$ cat config.mk
export PLATFORM = sky130hd
export DESIGN_NAME = jpeg_app_segment_stripper_flat
export DESIGN_NICKNAME = d
export VERILOG_FILES = /design/src/design/japs_pkg.sv /design/src/design/japs_if.sv /design/src/design/japs_step.sv /design/src/design/jpeg_app_segment_stripper.sv /design/src/flat_wrapper.sv
export SDC_FILE = /design/constraint.sdc
export NUM_CORES = 1
export LEC_CHECK = 0
export BUFFER_PORTS_ARGS = -buffer_cell sky130_fd_sc_hd__buf_2
export CAP_MARGIN = 15
export CORE_MARGIN = 2
export CORE_UTILIZATION = 65
export CTS_BUF_LIST = sky130_fd_sc_hd__clkbuf_16
export CTS_CLUSTER_SIZE = 40
export DETAILED_ROUTE_END_ITERATION = 7
export HOLD_SLACK_MARGIN = 0.12
export PLACE_DENSITY = 0.83
export SLEW_MARGIN = 20
export SYNTH_ARGS = -nofsm -noshare
export SYNTH_HDL_FRONTEND = slang
export SYNTH_HIERARCHICAL = 1
export SYNTH_SLANG_ARGS = --single-unit
$ cat constraint.sdc
create_clock -name clock -period 13.9 [get_ports clock]
set_input_delay 2.78 -clock clock [delete_from_list [all_inputs] [get_ports clock]]
set_output_delay 2.78 -clock clock [all_outputs]
set_load 0.02 [all_outputs]
$ cat src/design/japs_pkg.sv
// Package for the JPEG APPn segment stripper: field widths, marker codes,
// phase encoding and the record types shared by the step logic and the top level.
// No dependencies.
package japs_pkg;

   localparam int COUNT_WIDTH = 24;
   localparam int MAX_RSP     = 3;
   localparam int RSP_CNT_W   = $clog2(MAX_RSP + 1);

   localparam logic [7:0] MARK_PREFIX  = 8'hFF;
   localparam logic [7:0] APP_FIRST    = 8'hE1;
   localparam logic [7:0] APP_LAST     = 8'hEF;
   localparam logic [15:0] LEN_MIN     = 16'd2;
   localparam logic [COUNT_WIDTH-1:0] COUNT_MAX = {COUNT_WIDTH{1'b1}};

   typedef enum logic [2:0] {
      PH_NORMAL   = 3'd0,
      PH_HOLD_FF  = 3'd1,
      PH_MARKER   = 3'd2,
      PH_LEN_HIGH = 3'd3,
      PH_SKIP     = 3'd4
   } phase_type;

   typedef struct packed {
      phase_type              phase;
      logic [7:0]             held_marker;
      logic [7:0]             held_len_high;
      logic [15:0]            skip_left;
      logic [COUNT_WIDTH-1:0] byte_count;
   } state_type;

   typedef struct packed {
      logic [7:0]             out_byte;
      logic                   byte_valid;
      logic                   frame_end;
      logic [COUNT_WIDTH-1:0] kept_count;
   } rsp_type;

   typedef rsp_type [MAX_RSP-1:0] rsp_set_type;

endpackage

$ cat src/design/japs_if.sv
// Valid/ready channel interfaces for the stripper's byte input and result output.
// Depends on japs_pkg.
interface japs_req_if;
   import japs_pkg::*;

   logic       valid;
   logic       ready;
   logic [7:0] in_byte;
   logic       is_last;

   modport source (output valid, output in_byte, output is_last, input ready);
   modport sink   (input valid, input in_byte, input is_last, output ready);
endinterface

interface japs_rsp_if;
   import japs_pkg::*;

   logic                   valid;
   logic                   ready;
   logic [7:0]             out_byte;
   logic                   byte_valid;
   logic                   frame_end;
   logic [COUNT_WIDTH-1:0] kept_count;

   modport source (output valid, output out_byte, output byte_valid, output frame_end,
                   output kept_count, input ready);
   modport sink   (input valid, input out_byte, input byte_valid, input frame_end,
                   input kept_count, output ready);
endinterface

$ cat src/design/japs_step.sv
// Per-byte step of the stripper: next state and up to three result words.
// Depends on japs_pkg.
module japs_step (
   input  japs_pkg::state_type   state,
   input  logic [7:0]            in_byte,
   input  logic                  is_last,
   output japs_pkg::state_type   state_next,
   output japs_pkg::rsp_set_type results,
   output logic [japs_pkg::RSP_CNT_W-1:0] num_results
);
   import japs_pkg::*;

   logic                   is_app;
   logic [15:0]            seg_len;
   logic [7:0]             e_byte  [MAX_RSP];
   logic                   e_valid [MAX_RSP];
   logic                   e_end   [MAX_RSP];
   logic [COUNT_WIDTH-1:0] run_count;
   state_type              upd;

   assign is_app  = in_byte inside {[APP_FIRST:APP_LAST]};
   assign seg_len = {state.held_len_high, in_byte};

   always_comb begin
      upd         = state;
      num_results = '0;
      for (int k = 0; k < MAX_RSP; k++) begin
         e_byte[k]  = '0;
         e_valid[k] = 1'b0;
         e_end[k]   = 1'b0;
      end

      case (state.phase)
         PH_HOLD_FF: begin
            e_byte[0]  = MARK_PREFIX;
            e_valid[0] = 1'b1;
            if (is_app) begin
               if (is_last) begin
                  e_byte[1]   = in_byte;
                  e_valid[1]  = 1'b1;
                  e_end[1]    = 1'b1;
                  num_results = RSP_CNT_W'(2);
               end else begin
                  e_valid[0]      = 1'b0;
                  e_byte[0]       = '0;
                  upd.held_marker = in_byte;
                  upd.phase       = PH_MARKER;
               end
            end else if (in_byte == MARK_PREFIX && !is_last) begin
               num_results = RSP_CNT_W'(1);
               upd.phase   = PH_HOLD_FF;
            end else begin
               e_byte[1]   = in_byte;
               e_valid[1]  = 1'b1;
               e_end[1]    = is_last;
               num_results = RSP_CNT_W'(2);
               upd.phase   = PH_NORMAL;
            end
         end
         PH_MARKER: begin
            if (is_last) begin
               e_byte[0]   = MARK_PREFIX;
               e_valid[0]  = 1'b1;
               e_byte[1]   = state.held_marker;
               e_valid[1]  = 1'b1;
               e_byte[2]   = in_byte;
               e_valid[2]  = 1'b1;
               e_end[2]    = 1'b1;
               num_results = RSP_CNT_W'(3);
            end else begin
               upd.held_len_high = in_byte;
               upd.phase         = PH_LEN_HIGH;
            end
         end
         PH_LEN_HIGH: begin
            // short lengths mean an empty body
            upd.skip_left = (seg_len < LEN_MIN) ? '0 : seg_len - LEN_MIN;
            upd.phase     = (upd.skip_left != '0) ? PH_SKIP : PH_NORMAL;
            if (is_last) begin
               e_end[0]    = 1'b1;
               num_results = RSP_CNT_W'(1);
            end
         end
         PH_SKIP: begin
            if (state.skip_left != '0)
               upd.skip_left = state.skip_left - 16'd1;
            if (upd.skip_left == '0)
               upd.phase = PH_NORMAL;
            if (is_last) begin
               e_end[0]    = 1'b1;
               num_results = RSP_CNT_W'(1);
            end
         end
         default: begin
            if (in_byte == MARK_PREFIX && !is_last) begin
               upd.phase = PH_HOLD_FF;
            end else begin
               e_byte[0]   = in_byte;
               e_valid[0]  = 1'b1;
               e_end[0]    = is_last;
               num_results = RSP_CNT_W'(1);
               upd.phase   = PH_NORMAL;
            end
         end
      endcase

      // running kept count, saturating, after each result word
      run_count = state.byte_count;
      for (int k = 0; k < MAX_RSP; k++) begin
         if (e_valid[k] && run_count != COUNT_MAX)
            run_count = run_count + COUNT_WIDTH'(1);
         results[k].out_byte   = e_byte[k];
         results[k].byte_valid = e_valid[k];
         results[k].frame_end  = e_end[k];
         results[k].kept_count = run_count;
      end
      upd.byte_count = run_count;

      if (is_last) begin
         state_next       = '0;
         state_next.phase = PH_NORMAL;
      end else begin
         state_next = upd;
      end
   end

endmodule

$ cat src/design/jpeg_app_segment_stripper.sv
// Top level of the JPEG APPn segment stripper: state register, step logic and
// a three-word result buffer. Depends on japs_pkg, japs_if.sv and japs_step.
//
//   channel | dir | words                               | handshake
//   --------+-----+-------------------------------------+-------------
//   req_    | in  | in_byte, is_last                    | valid/ready
//   rsp_    | out | out_byte, byte_valid, frame_end,    | valid/ready
//           |     | kept_count                          |
//
// One byte is taken per cycle whenever each byte yields at most one word and
// the rsp_ side is ready. A byte that yields two or three words (a partial marker
// header at frame end, or a 0xFF that turns out not to open a segment) holds off
// the next byte until the buffer drains, one word a cycle while rsp_ is ready.
// Synchronous active-high reset returns the phase to normal copy and empties
// the buffer. A stalled rsp_ side holds the buffer; req_ready stays high
// while the last buffered word leaves in the same cycle.
module jpeg_app_segment_stripper (
   input logic      clock,
   input logic      reset,
   japs_req_if.sink   req_chan,
   japs_rsp_if.source rsp_chan
);
   import japs_pkg::*;

   state_type              state_ff;
   state_type              state_in;
   state_type              step_state;
   rsp_set_type            step_results;
   logic [RSP_CNT_W-1:0]   step_num;

   rsp_set_type            slots_ff;
   rsp_set_type            slots_in;
   logic [RSP_CNT_W-1:0]   cnt_ff;
   logic [RSP_CNT_W-1:0]   cnt_in;
   logic [RSP_CNT_W-1:0]   cnt_after;

   logic                   pop;
   logic                   push;

   japs_step u_step (
      .state       (state_ff),
      .in_byte     (req_chan.in_byte),
      .is_last     (req_chan.is_last),
      .state_next  (step_state),
      .results     (step_results),
      .num_results (step_num)
   );

   // take a byte only when the buffer is empty after this cycle's pop
   assign pop       = (cnt_ff != '0) && rsp_chan.ready;
   assign cnt_after = cnt_ff - RSP_CNT_W'(pop);
   assign req_chan.ready = (cnt_after == '0);
   assign push      = req_chan.valid && req_chan.ready;

   always_comb begin
      slots_in = slots_ff;
      cnt_in   = cnt_after;
      state_in = state_ff;
      // advance the buffer toward the head
      if (pop) begin
         for (int k = 0; k < MAX_RSP - 1; k++)
            slots_in[k] = slots_ff[k+1];
      end
      if (push) begin
         slots_in = step_results;
         cnt_in   = step_num;
         state_in = step_state;
      end
   end

   always_ff @(posedge clock) begin
      if (reset) begin
         state_ff <= '{phase: PH_NORMAL, default: '0};
         cnt_ff   <= '0;
      end else begin
         state_ff <= state_in;
         cnt_ff   <= cnt_in;
      end
   end

   // result words carry no reset
   always_ff @(posedge clock) begin
      slots_ff <= slots_in;
   end

   assign rsp_chan.valid      = (cnt_ff != '0);
   assign rsp_chan.out_byte   = slots_ff[0].out_byte;
   assign rsp_chan.byte_valid = slots_ff[0].byte_valid;
   assign rsp_chan.frame_end  = slots_ff[0].frame_end;
   assign rsp_chan.kept_count = slots_ff[0].kept_count;

endmodule

$ cat src/flat_wrapper.sv
// flat-port wrapper written by rule: the top's interface ports become plain ports
module jpeg_app_segment_stripper_flat import japs_pkg::*;
  (clock, reset, req_chan_valid, req_chan_in_byte, req_chan_is_last, req_chan_ready, rsp_chan_valid, rsp_chan_out_byte, rsp_chan_byte_valid, rsp_chan_frame_end, rsp_chan_kept_count, rsp_chan_ready);
  japs_req_if req_chan_i ();
  japs_rsp_if rsp_chan_i ();
  input logic clock;
  input logic reset;
  input wire logic [$bits(req_chan_i.valid)-1:0] req_chan_valid;
  input wire logic [$bits(req_chan_i.in_byte)-1:0] req_chan_in_byte;
  input wire logic [$bits(req_chan_i.is_last)-1:0] req_chan_is_last;
  output wire logic [$bits(req_chan_i.ready)-1:0] req_chan_ready;
  output wire logic [$bits(rsp_chan_i.valid)-1:0] rsp_chan_valid;
  output wire logic [$bits(rsp_chan_i.out_byte)-1:0] rsp_chan_out_byte;
  output wire logic [$bits(rsp_chan_i.byte_valid)-1:0] rsp_chan_byte_valid;
  output wire logic [$bits(rsp_chan_i.frame_end)-1:0] rsp_chan_frame_end;
  output wire logic [$bits(rsp_chan_i.kept_count)-1:0] rsp_chan_kept_count;
  input wire logic [$bits(rsp_chan_i.ready)-1:0] rsp_chan_ready;
  assign req_chan_i.valid = req_chan_valid;
  assign req_chan_i.in_byte = req_chan_in_byte;
  assign req_chan_i.is_last = req_chan_is_last;
  assign req_chan_ready = req_chan_i.ready;
  assign rsp_chan_valid = rsp_chan_i.valid;
  assign rsp_chan_out_byte = rsp_chan_i.out_byte;
  assign rsp_chan_byte_valid = rsp_chan_i.byte_valid;
  assign rsp_chan_frame_end = rsp_chan_i.frame_end;
  assign rsp_chan_kept_count = rsp_chan_i.kept_count;
  assign rsp_chan_i.ready = rsp_chan_ready;
  jpeg_app_segment_stripper u_core (.clock(clock), .reset(reset), .req_chan(req_chan_i), .rsp_chan(rsp_chan_i));
endmodule
==> impl_metrics.csv <==
group,metric,value,unit
cts,cts_root_buf,"clkbuf_16",
placed_design,io_buffers,48,
synth,postSynthAreaPerCell,9.63,sq um
routing,antenna_left,0,
min_path,holdPathEnd,"u_core/state_ff[48]",
routing,drt_pass1_iterations,6,
setup_path,rr_worst_depth,21,
power_and_ir_drop,power_leakage,4.41,nW
grt,grt_pass1_vias,8102,
synth,synthFlopType,"edfxtp_1",
setup_path,end_kind,"flop",
min_path,holdCritPathClass,"reg2reg",
grt,met3_usage,4.86,%
synth,yosys.cell_types.count,90,
finish,area_growth,5.28,%
setup_path,reg2reg_slack,7.30,ns
min_path,hold_path_depth,2,
routing,via_per_inst,6.31,
placed_design,dp_cells,1352,
synth,ys_ff_latch,163,
setup_path,max_stage_delay,0.57,ns
setup_path,reg2reg_to,"u_core/slots_ff[89]",
synth,syn_area,0.0112,sq mm
floorplanning,io_pins,49,
synth,synth-edff-count,102,
sta,tightest_slew,1.13,ns
synth,synthArstFlopShare,0,%
sta,finalCriticalPeriod,8.93,ns
cts,clk_path_buf_depth,2,
finish,fillers,1357,
grt,grt_max_degree,121,
synth,yosysMostFrequentCell,"nand2b_1",
grt,antenna_found_initial,0,
sta,slew_viol_final,0,
sta,setup_tns,0,ns
finish,drive_gt1_share,17.1,%
cts,htree_num_levels,4,
grt,globalRouteMet2Util,49.0,%
cts,cts_buffers,17,
synth,ys_seq_area_share,38.1,%
finish,instances_no_fill,1385,
flow_run,drv_cap,0,
synth,synth.top_cell.area_share,27.3,%
cts,cts_setup_buffers,0,
power_and_ir_drop,power.density,116,mW/mm^2
routing,drtIter0Drc,797,
floorplanning,fp.dieH,135,um
synth,yosys_warnings,6,
cts,clock_sinks,163,
cts,clk_pin_slew,0.07,ns
setup_path,reg2reg_from,"u_core/state_ff[0]",
synth,syn_nets,1186,
placed_design,gp_congestion,0.927,
finish,final_nets,1165,
grt,globalRouteOverflowTotal,0,
synth,syn_inst,1167,
sta,fin_crit_sh,64.2,%
outcome,status,"finished, final reports clean",
routing,vias,8738,
setup_path,cp_top_family,"simple AND/OR/NAND/NOR gates",
cts,clk_latency,0.44,ns
floorplanning,core-area,0.0171,sq mm
setup_path,crit_type,"in2reg",
sta,setup_violations,0,
synth,synth_common_cells,"nand2b_1, edfxtp_1, nor2_1, mux2i_1, mux2_2",
sta,rsz0062_at_grt,"false",
sta,fin_skew,0.0122,ns
grt,met1_usage,37.6,%
setup_path,cp_max_fo,65,
min_path,min_from,"u_core/state_ff[48]",
routing,finalWirelength,26100,um
setup_path,required,14.08,ns
grt,top_usage_layer,"met2",
floorplanning,die-area,0.0184,sq mm
cts,hold_buffers,0,
cts,cts_tree,"built",
floorplanning,initial_utilization,65.7,%
power_and_ir_drop,peakVddDrop,0.0000901,V
synth,synth_area_leaders,"edfxtp_1, dfxtp_1, mux2_2, mux2i_1, nand2b_1",
sta,final-hold-violation-count,0,
cts,cts_resized,0,
routing,routedWlPerCell,18.9,um
grt,grt_usage,28.9,%
placed_design,dp_hpwl,18100,um
setup_path,timing.critical_path.buf_inv,6,
floorplanning,num_rows,48,
synth,synth_area_leader_cell,"edfxtp_1",
setup_path,cp_slowest_cell,"buf_4",
sta,max_slew_margin,24.7,%
floorplanning,die_w,135,um
setup_path,worstPathArrival,9.11,ns
setup_path,cp-start-kind,"input port",
grt,grt_pass1_wl,41800,um
routing,drc_errors,0,
sta,fmax,112,MHz
-- worst max-delay path by stage --
stage                   startpoint                   to  slack, ns  cells after the start
2_1_floorplan  req_chan_in_byte[1]  u_core/slots_ff[76]       6.05                     23
3_3_place_gp      req_chan_is_last  u_core/slots_ff[89]       5.03                     25
3_5_place_dp      req_chan_is_last  u_core/slots_ff[89]       4.85                     25
4_1_cts           req_chan_is_last  u_core/slots_ff[89]       5.20                     25
5_1_grt           req_chan_is_last  u_core/slots_ff[89]       4.69                     25
6_report          req_chan_is_last  u_core/slots_ff[89]       4.97                     25
-- sequential cells by signal, summed over array words and instances (netlist names) --
signal,cells
u_core/rsp_chan.byte_valid,1
u_core/rsp_chan.frame_end,1
u_core/state_ff,59
u_core/slots_ff,68
u_core/cnt_ff,2
u_core/rsp_chan.kept_count,24
u_core/rsp_chan.out_byte,8
-- cell families after synthesis --
family	share of synthesized area [%]
XOR/XNOR	5.27
AO/OA/AOI/OAI	9.73
multiplexers	14.2
AND/OR/NAND/NOR	25.6
buffers and inverters	6.38
flip-flops	38.1
adder cells (fa/ha/maj)	0.668
-- stage by stage --
step                      hold WS (ns)  power [mW]  utilization [%]  setup slack, ns  cell area, sq um
after floorplan                  0.445       0.895                -             6.05             11200
after global placement           0.475       0.922             65.9             5.03             11300
after detailed placement         0.487       0.931             65.9             4.85             11300
after CTS                        0.497        1.38             69.1             5.20             11800
after global routing             0.520        1.42             69.1             4.69             11800
final                            0.498        1.37             69.1             4.97             11800
-- metal layers --
| layer | share of wire (%) | vias up | wire [um] |
|---|---|---|---|
| li1 | - | 4143 | - |
| met1 | 42 | 4192 | 11000 |
| met2 | 49 | 346 | 12800 |
| met3 | 6.4 | 57 | 1680 |
| met4 | 2.3 | 0 | 600 |
| met5 | 0 | - | 0 |
-- worst reg2reg max path, delay by kind of cell (launching register included) --
kind | cells | cell delay, ns
AND/OR/NAND/NOR | 11 | 3.54
adder cells (fa/ha/maj) | 3 | 0.89
AO/OA/AOI/OAI | 2 | 0.62
XOR/XNOR | 3 | 0.56
flip-flops | 1 | 0.52
buffers and inverters | 2 | 0.24
-- cells in the final DEF (no fill, tap or decap), types with 38 or more instances in the layout --
cell type / synthesis / routed
nand2b_1: 124 / 124
mux2i_1: 78 / 78
nor3_1: 38 / 38
nand2_1: 51 / 51
dfxtp_1: 61 / 61
nor2_1: 100 / 100
edfxtp_1: 102 / 102
buf_2: 14 / 48
inv_1: 42 / 44
mux2_2: 70 / 70
xnor2_1: 41 / 41
-- where the power goes --
group	internal (mW)	total [mW]	switching, mW
Sequential	0.620	0.640	0.0205
Clock	0.248	0.450	0.202
Combinational	0.112	0.277	0.165
-- layout make-up --
class                           instances  area, sq um  area share [%]
Inverter                               45          173            1.46
Multi-Input combinational cell        864         6240            52.7
Sequential cell                       163         4280            36.2
Tap cell                              225          282            2.38
Antenna cell                            1         2.50          0.0211
Clock inverter                         15          133            1.12
Clock buffer                           17          425            3.60
Timing Repair Buffer                   55          293            2.47
Note: power is estimated with default switching activity, not from simulation.
